<file path="src/hw/rtl/ammd_pkg.sv">
package ammd_pkg;

    // Field widths fixed by the sample and register formats.
    localparam int SAMPLE_W  = 13;
    localparam int LIMIT_W   = 13;
    localparam int PERIOD_W  = 8;
    localparam int PREC_W    = 8;
    localparam int CFG_IDX_W = 2;

    // Default lane count.
    localparam int AMMD_AXES = 3;
    localparam int MAX_AXES  = 3;

    // Moving average over the current sample and three stored taps.
    localparam int AVG_TAPS  = 4;
    localparam int HIST_TAPS = AVG_TAPS - 1;
    localparam int SUM_W     = SAMPLE_W + 2;

    // Running extreme restart values.
    localparam logic signed [SAMPLE_W-1:0] MAX_START = '0;
    localparam logic signed [SAMPLE_W-1:0] MIN_START = 13'sh0FFF;

    // Precision constants. Swing / 50 is done as (swing * 5243) >> 18,
    // exact for any swing below 8192.
    localparam logic [PREC_W-1:0] PREC_MID  = 8'd3;
    localparam logic [PREC_W-1:0] PREC_WEAK = 8'd2;
    localparam int               RECIP_SH  = 18;
    localparam logic [12:0]      RECIP_50  = 13'd5243;

    // Register reset values.
    localparam logic [PERIOD_W-1:0] PERIOD_RST = 8'd50;
    localparam logic [LIMIT_W-1:0]  HIGH_RST   = 13'd250;
    localparam logic [LIMIT_W-1:0]  MID_RST    = 13'd100;
    localparam logic [LIMIT_W-1:0]  SPORT_RST  = 13'd500;

    // Register indexes.
    typedef enum logic [CFG_IDX_W-1:0] {
        CFG_PERIOD = 2'd0,
        CFG_HIGH   = 2'd1,
        CFG_MID    = 2'd2,
        CFG_SPORT  = 2'd3
    } t_cfg_idx;

    // Swing limits handed to every lane.
    typedef struct packed {
        logic [LIMIT_W-1:0] high;
        logic [LIMIT_W-1:0] mid;
        logic [LIMIT_W-1:0] sport;
    } t_limits;

    // What one lane found for the word in its second stage.
    typedef struct packed {
        logic crossed;
        logic sport;
    } t_lane_hit;

    // One result word.
    typedef struct packed {
        logic motion_state;
        logic crossing_seen;
        logic period_end;
    } t_result;

endpackage

</file>
<file path="src/hw/rtl/ammd_sample_if.sv">
interface ammd_sample_if
    import ammd_pkg::*;
();
    logic                       valid;
    logic                       ready;
    logic signed [SAMPLE_W-1:0] x_sample;
    logic signed [SAMPLE_W-1:0] y_sample;
    logic signed [SAMPLE_W-1:0] z_sample;

    modport source (output valid, output x_sample, output y_sample, output z_sample,
                    input ready);
    modport sink   (input valid, input x_sample, input y_sample, input z_sample,
                    output ready);
endinterface

</file>
<file path="src/hw/rtl/ammd_result_if.sv">
interface ammd_result_if;
    logic valid;
    logic ready;
    logic motion_state;
    logic crossing_seen;
    logic period_end;

    modport source (output valid, output motion_state, output crossing_seen,
                    output period_end, input ready);
    modport sink   (input valid, input motion_state, input crossing_seen,
                    input period_end, output ready);
endinterface

</file>
<file path="src/hw/rtl/ammd_lane.sv">
module ammd_lane
    import ammd_pkg::*;
(
    input  logic                       i_clk,
    input  logic                       i_rst_n,
    input  logic                       i_s1_load,
    input  logic                       i_s1_close,
    input  logic signed [SAMPLE_W-1:0] i_raw,
    input  logic                       i_s2_load,
    input  logic                       i_s2_close,
    input  t_limits                    i_limits,
    output t_lane_hit                  o_hit
);

    // Stage one: history taps, smoothing and running extremes.
    logic signed [SAMPLE_W-1:0] r_tap [HIST_TAPS];
    logic signed [SAMPLE_W-1:0] r_max;
    logic signed [SAMPLE_W-1:0] r_min;
    logic signed [SUM_W-1:0]    w_sum;
    logic signed [SUM_W-1:0]    w_sum_adj;
    logic signed [SAMPLE_W-1:0] w_smooth;
    logic signed [SAMPLE_W-1:0] n_max;
    logic signed [SAMPLE_W-1:0] n_min;

    always_comb begin
        w_sum = SUM_W'(i_raw);
        for (int t = 0; t < HIST_TAPS; t++) begin
            w_sum = w_sum + SUM_W'(r_tap[t]);
        end
        // Divide by four, truncating toward zero.
        w_sum_adj = w_sum + (w_sum[SUM_W-1] ? SUM_W'(3) : SUM_W'(0));
        w_smooth  = w_sum_adj[SUM_W-1:2];
        n_max     = (w_smooth > r_max) ? w_smooth : r_max;
        n_min     = (w_smooth < r_min) ? w_smooth : r_min;
    end

    // Stage one registers handed to stage two.
    logic signed [SAMPLE_W-1:0] r_s1_raw;
    logic signed [SAMPLE_W-1:0] r_s1_smooth;
    logic signed [SAMPLE_W-1:0] r_s1_max;
    logic signed [SAMPLE_W-1:0] r_s1_min;

    always_ff @(posedge i_clk) begin
        if (!i_rst_n) begin
            for (int t = 0; t < HIST_TAPS; t++) begin
                r_tap[t] <= '0;
            end
            r_max <= MAX_START;
            r_min <= MIN_START;
        end else if (i_s1_load) begin
            for (int t = HIST_TAPS - 1; t > 0; t--) begin
                r_tap[t] <= r_tap[t-1];
            end
            r_tap[0] <= i_raw;
            r_max    <= i_s1_close ? MAX_START : n_max;
            r_min    <= i_s1_close ? MIN_START : n_min;
        end
    end

    always_ff @(posedge i_clk) begin
        if (i_s1_load) begin
            r_s1_raw    <= i_raw;
            r_s1_smooth <= w_smooth;
            r_s1_max    <= n_max;
            r_s1_min    <= n_min;
        end
    end

    // Stage two: threshold latch for a closing word, then crossing test.
    logic [LIMIT_W-1:0]         r_swing;
    logic signed [SAMPLE_W-1:0] r_mid;
    logic [PREC_W-1:0]          r_prec;
    logic                       r_weak;

    logic signed [SAMPLE_W:0]   w_swing_s;
    logic [LIMIT_W-1:0]         w_swing_new;
    logic signed [SAMPLE_W:0]   w_mid_sum;
    logic signed [SAMPLE_W:0]   w_mid_adj;
    logic signed [SAMPLE_W-1:0] w_mid_new;
    logic [2*LIMIT_W-1:0]       w_prod;
    logic [PREC_W-1:0]          w_prec_new;
    logic                       w_weak_new;

    logic [LIMIT_W-1:0]         w_swing;
    logic signed [SAMPLE_W-1:0] w_mid;
    logic [PREC_W-1:0]          w_prec;
    logic                       w_weak;
    logic signed [SAMPLE_W:0]   w_diff;
    logic [SAMPLE_W:0]          w_mag;
    logic signed [SAMPLE_W-1:0] w_tracked;

    always_comb begin
        // The swing never goes negative: min <= smoothed <= max after one word.
        w_swing_s   = (SAMPLE_W+1)'(r_s1_max) - (SAMPLE_W+1)'(r_s1_min);
        w_swing_new = w_swing_s[LIMIT_W-1:0];
        w_mid_sum   = (SAMPLE_W+1)'(r_s1_max) + (SAMPLE_W+1)'(r_s1_min);
        w_mid_adj   = w_mid_sum + (w_mid_sum[SAMPLE_W] ? (SAMPLE_W+1)'(1)
                                                       : (SAMPLE_W+1)'(0));
        w_mid_new   = w_mid_adj[SAMPLE_W:1];
        w_prod      = (2*LIMIT_W)'(w_swing_new) * (2*LIMIT_W)'(RECIP_50);
        w_weak_new  = 1'b0;
        if (w_swing_new >= i_limits.high) begin
            w_prec_new = w_prod[RECIP_SH +: PREC_W];
        end else if (w_swing_new >= i_limits.mid) begin
            w_prec_new = PREC_MID;
        end else begin
            w_prec_new = PREC_WEAK;
            w_weak_new = 1'b1;
        end

        w_swing = i_s2_close ? w_swing_new : r_swing;
        w_mid   = i_s2_close ? w_mid_new   : r_mid;
        w_prec  = i_s2_close ? w_prec_new  : r_prec;
        w_weak  = i_s2_close ? w_weak_new  : r_weak;

        w_diff    = (SAMPLE_W+1)'(r_s1_smooth) - (SAMPLE_W+1)'(r_s1_raw);
        w_mag     = w_diff[SAMPLE_W] ? $unsigned(-w_diff) : $unsigned(w_diff);
        w_tracked = (w_mag > (SAMPLE_W+1)'(w_prec)) ? r_s1_smooth : r_s1_raw;

        o_hit.crossed = (r_s1_raw > w_mid) && (w_tracked < w_mid) && !w_weak;
        o_hit.sport   = (w_swing >= i_limits.sport);
    end

    always_ff @(posedge i_clk) begin
        if (!i_rst_n) begin
            r_swing <= '0;
            r_mid   <= '0;
            r_prec  <= '0;
            r_weak  <= 1'b0;
        end else if (i_s2_load && i_s2_close) begin
            r_swing <= w_swing_new;
            r_mid   <= w_mid_new;
            r_prec  <= w_prec_new;
            r_weak  <= w_weak_new;
        end
    end

endmodule

</file>
<file path="src/hw/rtl/ammd_merge.sv">
module ammd_merge
    import ammd_pkg::*;
#(
    parameter int AXES = AMMD_AXES
)(
    input  logic      i_clk,
    input  logic      i_rst_n,
    input  logic      i_load,
    input  logic      i_close,
    input  t_lane_hit i_hit [AXES],
    output t_result   o_result
);

    logic    r_motion;
    t_result r_result;
    logic    n_motion;
    logic    w_any;

    // The highest-numbered crossing lane decides the motion state.
    always_comb begin
        n_motion = r_motion;
        w_any    = 1'b0;
        for (int a = 0; a < AXES; a++) begin
            if (i_hit[a].crossed) begin
                w_any    = 1'b1;
                n_motion = i_hit[a].sport;
            end
        end
    end

    always_ff @(posedge i_clk) begin
        if (!i_rst_n) begin
            r_motion <= 1'b0;
        end else if (i_load) begin
            r_motion <= n_motion;
        end
    end

    // Output word register.
    always_ff @(posedge i_clk) begin
        if (i_load) begin
            r_result.motion_state  <= n_motion;
            r_result.crossing_seen <= w_any;
            r_result.period_end    <= i_close;
        end
    end

    assign o_result = r_result;

endmodule

</file>
<file path="src/hw/rtl/accel_motion_threshold_detector.sv">
// Motion threshold detector for a three-axis accelerometer.
//
// Input channel i_sample carries one word per sample with the signed
// x_sample, y_sample and z_sample fields. Output channel o_result carries
// one word per sample: motion_state, crossing_seen and period_end. Both
// use valid/ready; a word moves on a rising edge with both high.
// Registers are written through i_cfg_we, i_cfg_index and i_cfg_data:
// period length, then the high, mid and sport limits. The user must write
// them only while the block is idle; the block does not enforce this.
// A sample passes two register stages: smoothing and running extremes in
// the first, threshold latch, crossing test and lane merge in the second.
// The sample is registered into the first stage, then its result word into
// the output register, from which it leaves when taken; one sample is
// taken every cycle while the output side keeps up.
// When the receiver stalls, the result word holds in the output register
// and the first stage keeps one more sample before ready drops.
// Reset clears the taps, thresholds, sample count and motion state, restarts the extremes
// and restores the register defaults; no results are pending.
module accel_motion_threshold_detector
    import ammd_pkg::*;
#(
    parameter int AXES = AMMD_AXES
)(
    input  logic                 i_clk,
    input  logic                 i_rst_n,
    input  logic                 i_cfg_we,
    input  logic [CFG_IDX_W-1:0] i_cfg_index,
    input  logic [LIMIT_W-1:0]   i_cfg_data,
    ammd_sample_if.sink          i_sample,
    ammd_result_if.source        o_result
);

    // Configuration registers.
    logic [PERIOD_W-1:0] r_period;
    t_limits             r_limits;

    always_ff @(posedge i_clk) begin
        if (!i_rst_n) begin
            r_period       <= PERIOD_RST;
            r_limits.high  <= HIGH_RST;
            r_limits.mid   <= MID_RST;
            r_limits.sport <= SPORT_RST;
        end else if (i_cfg_we) begin
            case (t_cfg_idx'(i_cfg_index))
                CFG_PERIOD: r_period       <= i_cfg_data[PERIOD_W-1:0];
                CFG_HIGH:   r_limits.high  <= i_cfg_data;
                CFG_MID:    r_limits.mid   <= i_cfg_data;
                CFG_SPORT:  r_limits.sport <= i_cfg_data;
                default:    r_limits       <= r_limits;
            endcase
        end
    end

    // Pipeline handshake: the output stage advances when the output word is
    // empty or being taken; the first stage also loads while it is empty.
    logic r_s1_valid;
    logic r_s1_close;
    logic r_out_valid;
    logic w_out_adv;
    logic w_s1_load;
    logic w_s2_load;

    assign w_out_adv      = !r_out_valid || o_result.ready;
    assign i_sample.ready = !r_s1_valid || w_out_adv;
    assign w_s1_load      = i_sample.valid && i_sample.ready;
    assign w_s2_load      = r_s1_valid && w_out_adv;

    always_ff @(posedge i_clk) begin
        if (!i_rst_n) begin
            r_s1_valid  <= 1'b0;
            r_out_valid <= 1'b0;
        end else begin
            if (i_sample.ready) begin
                r_s1_valid <= i_sample.valid;
            end
            if (w_out_adv) begin
                r_out_valid <= r_s1_valid;
            end
        end
    end

    // Sample count and period close.
    logic [PERIOD_W-1:0] r_count;
    logic [PERIOD_W-1:0] n_count;
    logic                w_close;

    assign n_count = r_count + PERIOD_W'(1);
    assign w_close = (n_count >= r_period);

    always_ff @(posedge i_clk) begin
        if (!i_rst_n) begin
            r_count <= '0;
        end else if (w_s1_load) begin
            r_count <= w_close ? '0 : n_count;
        end
    end

    always_ff @(posedge i_clk) begin
        if (w_s1_load) begin
            r_s1_close <= w_close;
        end
    end

    // One lane per axis.
    logic signed [SAMPLE_W-1:0] w_raw [MAX_AXES];
    t_lane_hit                  w_hit [AXES];

    assign w_raw[0] = i_sample.x_sample;
    assign w_raw[1] = i_sample.y_sample;
    assign w_raw[2] = i_sample.z_sample;

    for (genvar a = 0; a < AXES; a++) begin : g_lane
        ammd_lane u_lane (
            .i_clk      (i_clk),
            .i_rst_n    (i_rst_n),
            .i_s1_load  (w_s1_load),
            .i_s1_close (w_close),
            .i_raw      (w_raw[a]),
            .i_s2_load  (w_s2_load),
            .i_s2_close (r_s1_close),
            .i_limits   (r_limits),
            .o_hit      (w_hit[a])
        );
    end

    // Merge the lanes into the result word.
    t_result w_result;

    ammd_merge #(
        .AXES (AXES)
    ) u_merge (
        .i_clk    (i_clk),
        .i_rst_n  (i_rst_n),
        .i_load   (w_s2_load),
        .i_close  (r_s1_close),
        .i_hit    (w_hit),
        .o_result (w_result)
    );

    assign o_result.valid         = r_out_valid;
    assign o_result.motion_state  = w_result.motion_state;
    assign o_result.crossing_seen = w_result.crossing_seen;
    assign o_result.period_end    = w_result.period_end;

endmodule
</file>
<file path="src/flat_wrapper.sv">
// flat-port wrapper written by rule: the top's interface ports become plain ports
module accel_motion_threshold_detector_flat import ammd_pkg::*;
#(
    parameter int AXES = AMMD_AXES
)
  (i_clk, i_rst_n, i_cfg_we, i_cfg_index, i_cfg_data, i_sample_valid, i_sample_x_sample, i_sample_y_sample, i_sample_z_sample, i_sample_ready, o_result_valid, o_result_motion_state, o_result_crossing_seen, o_result_period_end, o_result_ready);
  ammd_sample_if i_sample_i ();
  ammd_result_if o_result_i ();
  input  logic i_clk;
  input  logic i_rst_n;
  input  logic i_cfg_we;
  input  logic [CFG_IDX_W-1:0] i_cfg_index;
  input  logic [LIMIT_W-1:0] i_cfg_data;
  input wire logic [$bits(i_sample_i.valid)-1:0] i_sample_valid;
  input wire logic [$bits(i_sample_i.x_sample)-1:0] i_sample_x_sample;
  input wire logic [$bits(i_sample_i.y_sample)-1:0] i_sample_y_sample;
  input wire logic [$bits(i_sample_i.z_sample)-1:0] i_sample_z_sample;
  output wire logic [$bits(i_sample_i.ready)-1:0] i_sample_ready;
  output wire logic [$bits(o_result_i.valid)-1:0] o_result_valid;
  output wire logic [$bits(o_result_i.motion_state)-1:0] o_result_motion_state;
  output wire logic [$bits(o_result_i.crossing_seen)-1:0] o_result_crossing_seen;
  output wire logic [$bits(o_result_i.period_end)-1:0] o_result_period_end;
  input wire logic [$bits(o_result_i.ready)-1:0] o_result_ready;
  assign i_sample_i.valid = i_sample_valid;
  assign i_sample_i.x_sample = i_sample_x_sample;
  assign i_sample_i.y_sample = i_sample_y_sample;
  assign i_sample_i.z_sample = i_sample_z_sample;
  assign i_sample_ready = i_sample_i.ready;
  assign o_result_valid = o_result_i.valid;
  assign o_result_motion_state = o_result_i.motion_state;
  assign o_result_crossing_seen = o_result_i.crossing_seen;
  assign o_result_period_end = o_result_i.period_end;
  assign o_result_i.ready = o_result_ready;
  accel_motion_threshold_detector #(.AXES(AXES)) u_core (.i_clk(i_clk), .i_rst_n(i_rst_n), .i_cfg_we(i_cfg_we), .i_cfg_index(i_cfg_index), .i_cfg_data(i_cfg_data), .i_sample(i_sample_i), .o_result(o_result_i));
endmodule
</file>
<file path="config.mk">
export PLATFORM = sky130hd
export DESIGN_NAME = accel_motion_threshold_detector_flat
export DESIGN_NICKNAME = d
export VERILOG_FILES = /design/src/hw/rtl/ammd_pkg.sv /design/src/hw/rtl/ammd_sample_if.sv /design/src/hw/rtl/ammd_result_if.sv /design/src/hw/rtl/ammd_lane.sv /design/src/hw/rtl/ammd_merge.sv /design/src/hw/rtl/accel_motion_threshold_detector.sv /design/src/flat_wrapper.sv
export SDC_FILE = /design/constraint.sdc
export NUM_CORES = 2
export LEC_CHECK = 0
export BUFFER_PORTS_ARGS = -buffer_cell sky130_fd_sc_hd__buf_2
export CORE_MARGIN = 1
export CORE_UTILIZATION = 59
export DETAILED_ROUTE_END_ITERATION = 16
export HOLD_SLACK_MARGIN = 0.1
export PLACE_DENSITY = 0.82
export SLEW_MARGIN = 20
export SYNTH_ARGS = -nofsm -noshare
export SYNTH_HDL_FRONTEND = slang
export SYNTH_SLANG_ARGS = --single-unit
</file>
<file path="constraint.sdc">
create_clock -name i_clk -period 11.9 [get_ports i_clk]
set_input_delay 0.595 -clock i_clk [delete_from_list [all_inputs] [get_ports i_clk]]
set_output_delay 0.595 -clock i_clk [all_outputs]
set_load 0.1 [all_outputs]
</file>
==> flow_summary.ini <==
[synth]
synth_top_area_share_pct = 19.7
ys_warn_count = 0
ys_ff_latch = 518
synth.avg_cell_area_sq_um = 9.70
ys_seq_area_share_pct = 27.8
synth_nets = 5927
synth_area_leaders = ha_1 (20%), edfxtp_1 (18%), fa_1 (11%)
synth-async-reset-ratio_pct = 0
synth.distinct_cells = 90
synth_top_flop_cell = edfxtp_1
synth_edf_count = 277
synthCells = 4869
synth_area_sq_um = 47200
yosys.area.top_type = ha_1

[critical_path]
r2r_cells = 53
cp_top_family = compound AO/OA/AOI/OAI gates
rrSetupSlack_ps = 420
critPathCaptureType = register
cpMostUsedCell = ha_1
crit_arrival_ps = 11980
critPathMaxFanout = 7
crit_start = u_core.g_lane[2].u_lane.r_s1_max[1]
crit_path_max_incr_delay_ps = 550
crit_required_ps = 12400
critPathCapture = u_core.u_merge.o_result[2]
r2r-start = u_core.g_lane[2].u_lane.r_s1_max[1]
cp.depth = 53
r2r-end = u_core.u_merge.o_result[2]
cp_slowest_cell = fa_1
critPathLaunchType = register
critical_path_class = reg -> reg
critPathBufInv = 7

[floorplanning]
initial_core_util_pct = 59.7
core-area_sq_um = 79100
rows = 103
io-pin-count = 64
die_y_microns = 285
fp.dieW_microns = 285
dieArea_sq_um = 81200

[worst_hold_path]
holdCritPathClass = in -> reg

[global_route]
grt_pass1_vias = 35800
grt_antenna_before_repair = 2
track_usage_pct = 28.5
grt_start_max_net_pins = 101
grt_pass1_wl_microns = 187000
overflow = 0

[final_layout]
syn2layout_area_growth_pct = 10.4
multi_input_area_sq_um = 31700
nets = 6072
fillCellCount = 6075
register_area_sq_um = 13100
utilization_pct = 65.9
drive_gt1_share_pct = 11.2

[clocking]
cts_hold_buf = 0
cts.sinks = 518
path_clk_slew_ps = 60
insertion_delay_ps = 660
clk_path_buf_depth = 3
cts_buffers = 59
cts_tree = yes
ctsHtreeMaxLevel = 2
clockRootBuffer = clkbuf_16

[sta]
tightestPinTransition_ps = 1160
slew_violations = 0
hold_viol_final = 0
post-route-period-util_pct = 96.5
timing.hold.ws_ps = 171
rsz0062_at_grt = true
max_slew_margin_pct = 22.6
fmax_mhz = 87.1
setup_viol = 0
finClkSkew_ps = 63.2
period_needed_ps = 11480

[drt]
wl_per_cell_microns = 19.2
drcViolationCount = 0
ant_nets = 0
vias = 36600
drt_iter0_markers = 2953
drt-pass1-iter-count = 5
avgViaCountPerCell = 5.99
wl_microns = 117000

[place]
io_buffers = 63
gp_congestion = 0.951
detailed_place_hpwl_microns = 90000

[outcome]
outcome = completed

[run]
drv_cap = 0
## area by class of cell
cell class | count | share of cell area (%)
Antenna cell | 1 | 0.00480
Inverter | 648 | 4.68
Tap cell | 1050 | 2.52
Multi-Input combinational cell | 3574 | 60.9
Clock buffer | 68 | 3.07
Timing Repair Buffer | 213 | 2.78
Clock inverter | 41 | 0.852
Sequential cell | 518 | 25.2
## cell families after synthesis
logic type / synth area share (%)
compound gates: 15.4
xor+xnor: 4.30
fa+ha+maj: 30.5
buf+inv: 6.19
flops: 27.8
mux: 3.53
simple gates: 12.2
## worst reg2reg max path: cells and delay by family, from the launching register on
family          cells  cell delay, ps
simple gates        7            1610
compound gates     26            4140
flops               1             400
buf+inv             7             870
mux                 2             560
fa+ha+maj           9            3440
xor+xnor            2             400
## sequential cells by signal (all words and copies together), names as in the netlist, 3 cells and up
register and count:
u_core.r_limits 39, u_core.g_lane.u_lane.r_s1_smooth 39, u_core.g_lane.u_lane.r_tap 117, u_core.g_lane.u_lane.r_min 39
u_core.g_lane.u_lane.r_prec 24, u_core.u_merge.o_result 3, u_core.g_lane.u_lane.r_s1_max 39, u_core.r_count 8
u_core.g_lane.u_lane.r_mid 39, u_core.g_lane.u_lane.r_weak 3, u_core.r_period 8, u_core.g_lane.u_lane.r_s1_min 39
u_core.g_lane.u_lane.r_max 39, u_core.g_lane.u_lane.r_swing 39, u_core.g_lane.u_lane.r_s1_raw 39
## cells in the mapped netlist, types with 97 or more instances
cell type  number
nor2_1        266
nand2_1       245
fa_1          256
and2_1        140
a21oi_1       286
inv_1         647
o21ai_0       147
ha_1          743
a21o_1         97
clkbuf_1      112
mux2_2        116
dfxtp_1       241
xnor2_1       162
edfxtp_1      277
## placed cells by master (no fill, tap or decap), types with 139 or more instances in the layout
cell | Yosys | routed
fa_1 | 256 | 253
buf_4 | 1 | 148
dfxtp_1 | 241 | 241
xnor2_1 | 162 | 154
inv_1 | 647 | 639
a21oi_1 | 286 | 275
nand2_1 | 245 | 242
edfxtp_1 | 277 | 277
nor2_1 | 266 | 261
and2_1 | 140 | 139
ha_1 | 743 | 733
## repair_timing
item | 4_1_cts | 5_1_grt
setup endpoints to repair | 3 | 3
pin swaps | 3 | 80
gates cloned | 0 | 0
buffers inserted | 2 | 28
gates resized for setup | 17 | 122
## metal layers
metal  track usage [%]  vias up  part of all wire, %  wire, microns
met1              40.1    17700                   44          51600
li1                  -    17500                    -              -
met3              3.53      209                  7.0           8230
met4              8.49        0                  2.9           3400
met2              46.1     1192                   46          54000
met5                 0        -                    0              0
## stage by stage
step	area (sq um)	setup slack, ps	setup TNS [ps]	std cells
after floorplan	47200	81.5	0	4869
after CTS	51500	3.11	0	6084
after global routing	52100	-155	-220	6113
after global placement	49300	-188	-257	5973
final	52100	421	0	6113
after detailed placement	49300	-577	-1390	5973
## worst min-delay path by stage
stage	from	to	slack, ps	cells past startpoint
2_1_floorplan	u_core.g_lane[2].u_lane.r_prec[3]	u_core.g_lane[2].u_lane.r_prec[3]	430	2
4_1_cts	i_sample_valid	u_core.r_s1_valid	140	3
5_1_grt	i_sample_x_sample[5]	u_core.g_lane[0].u_lane.r_s1_raw[5]	160	1
3_3_place_gp	u_core.g_lane[1].u_lane.r_prec[3]	u_core.g_lane[1].u_lane.r_prec[3]	440	2
6_report	i_sample_y_sample[11]	u_core.g_lane[1].u_lane.r_s1_raw[11]	170	1
3_5_place_dp	u_core.g_lane[2].u_lane.r_swing[8]	u_core.g_lane[2].u_lane.r_swing[8]	450	2
Power is left out: the tool's default activity adds up to more than one toggle a clock period on the data nets, which glitch-free logic cannot reach.
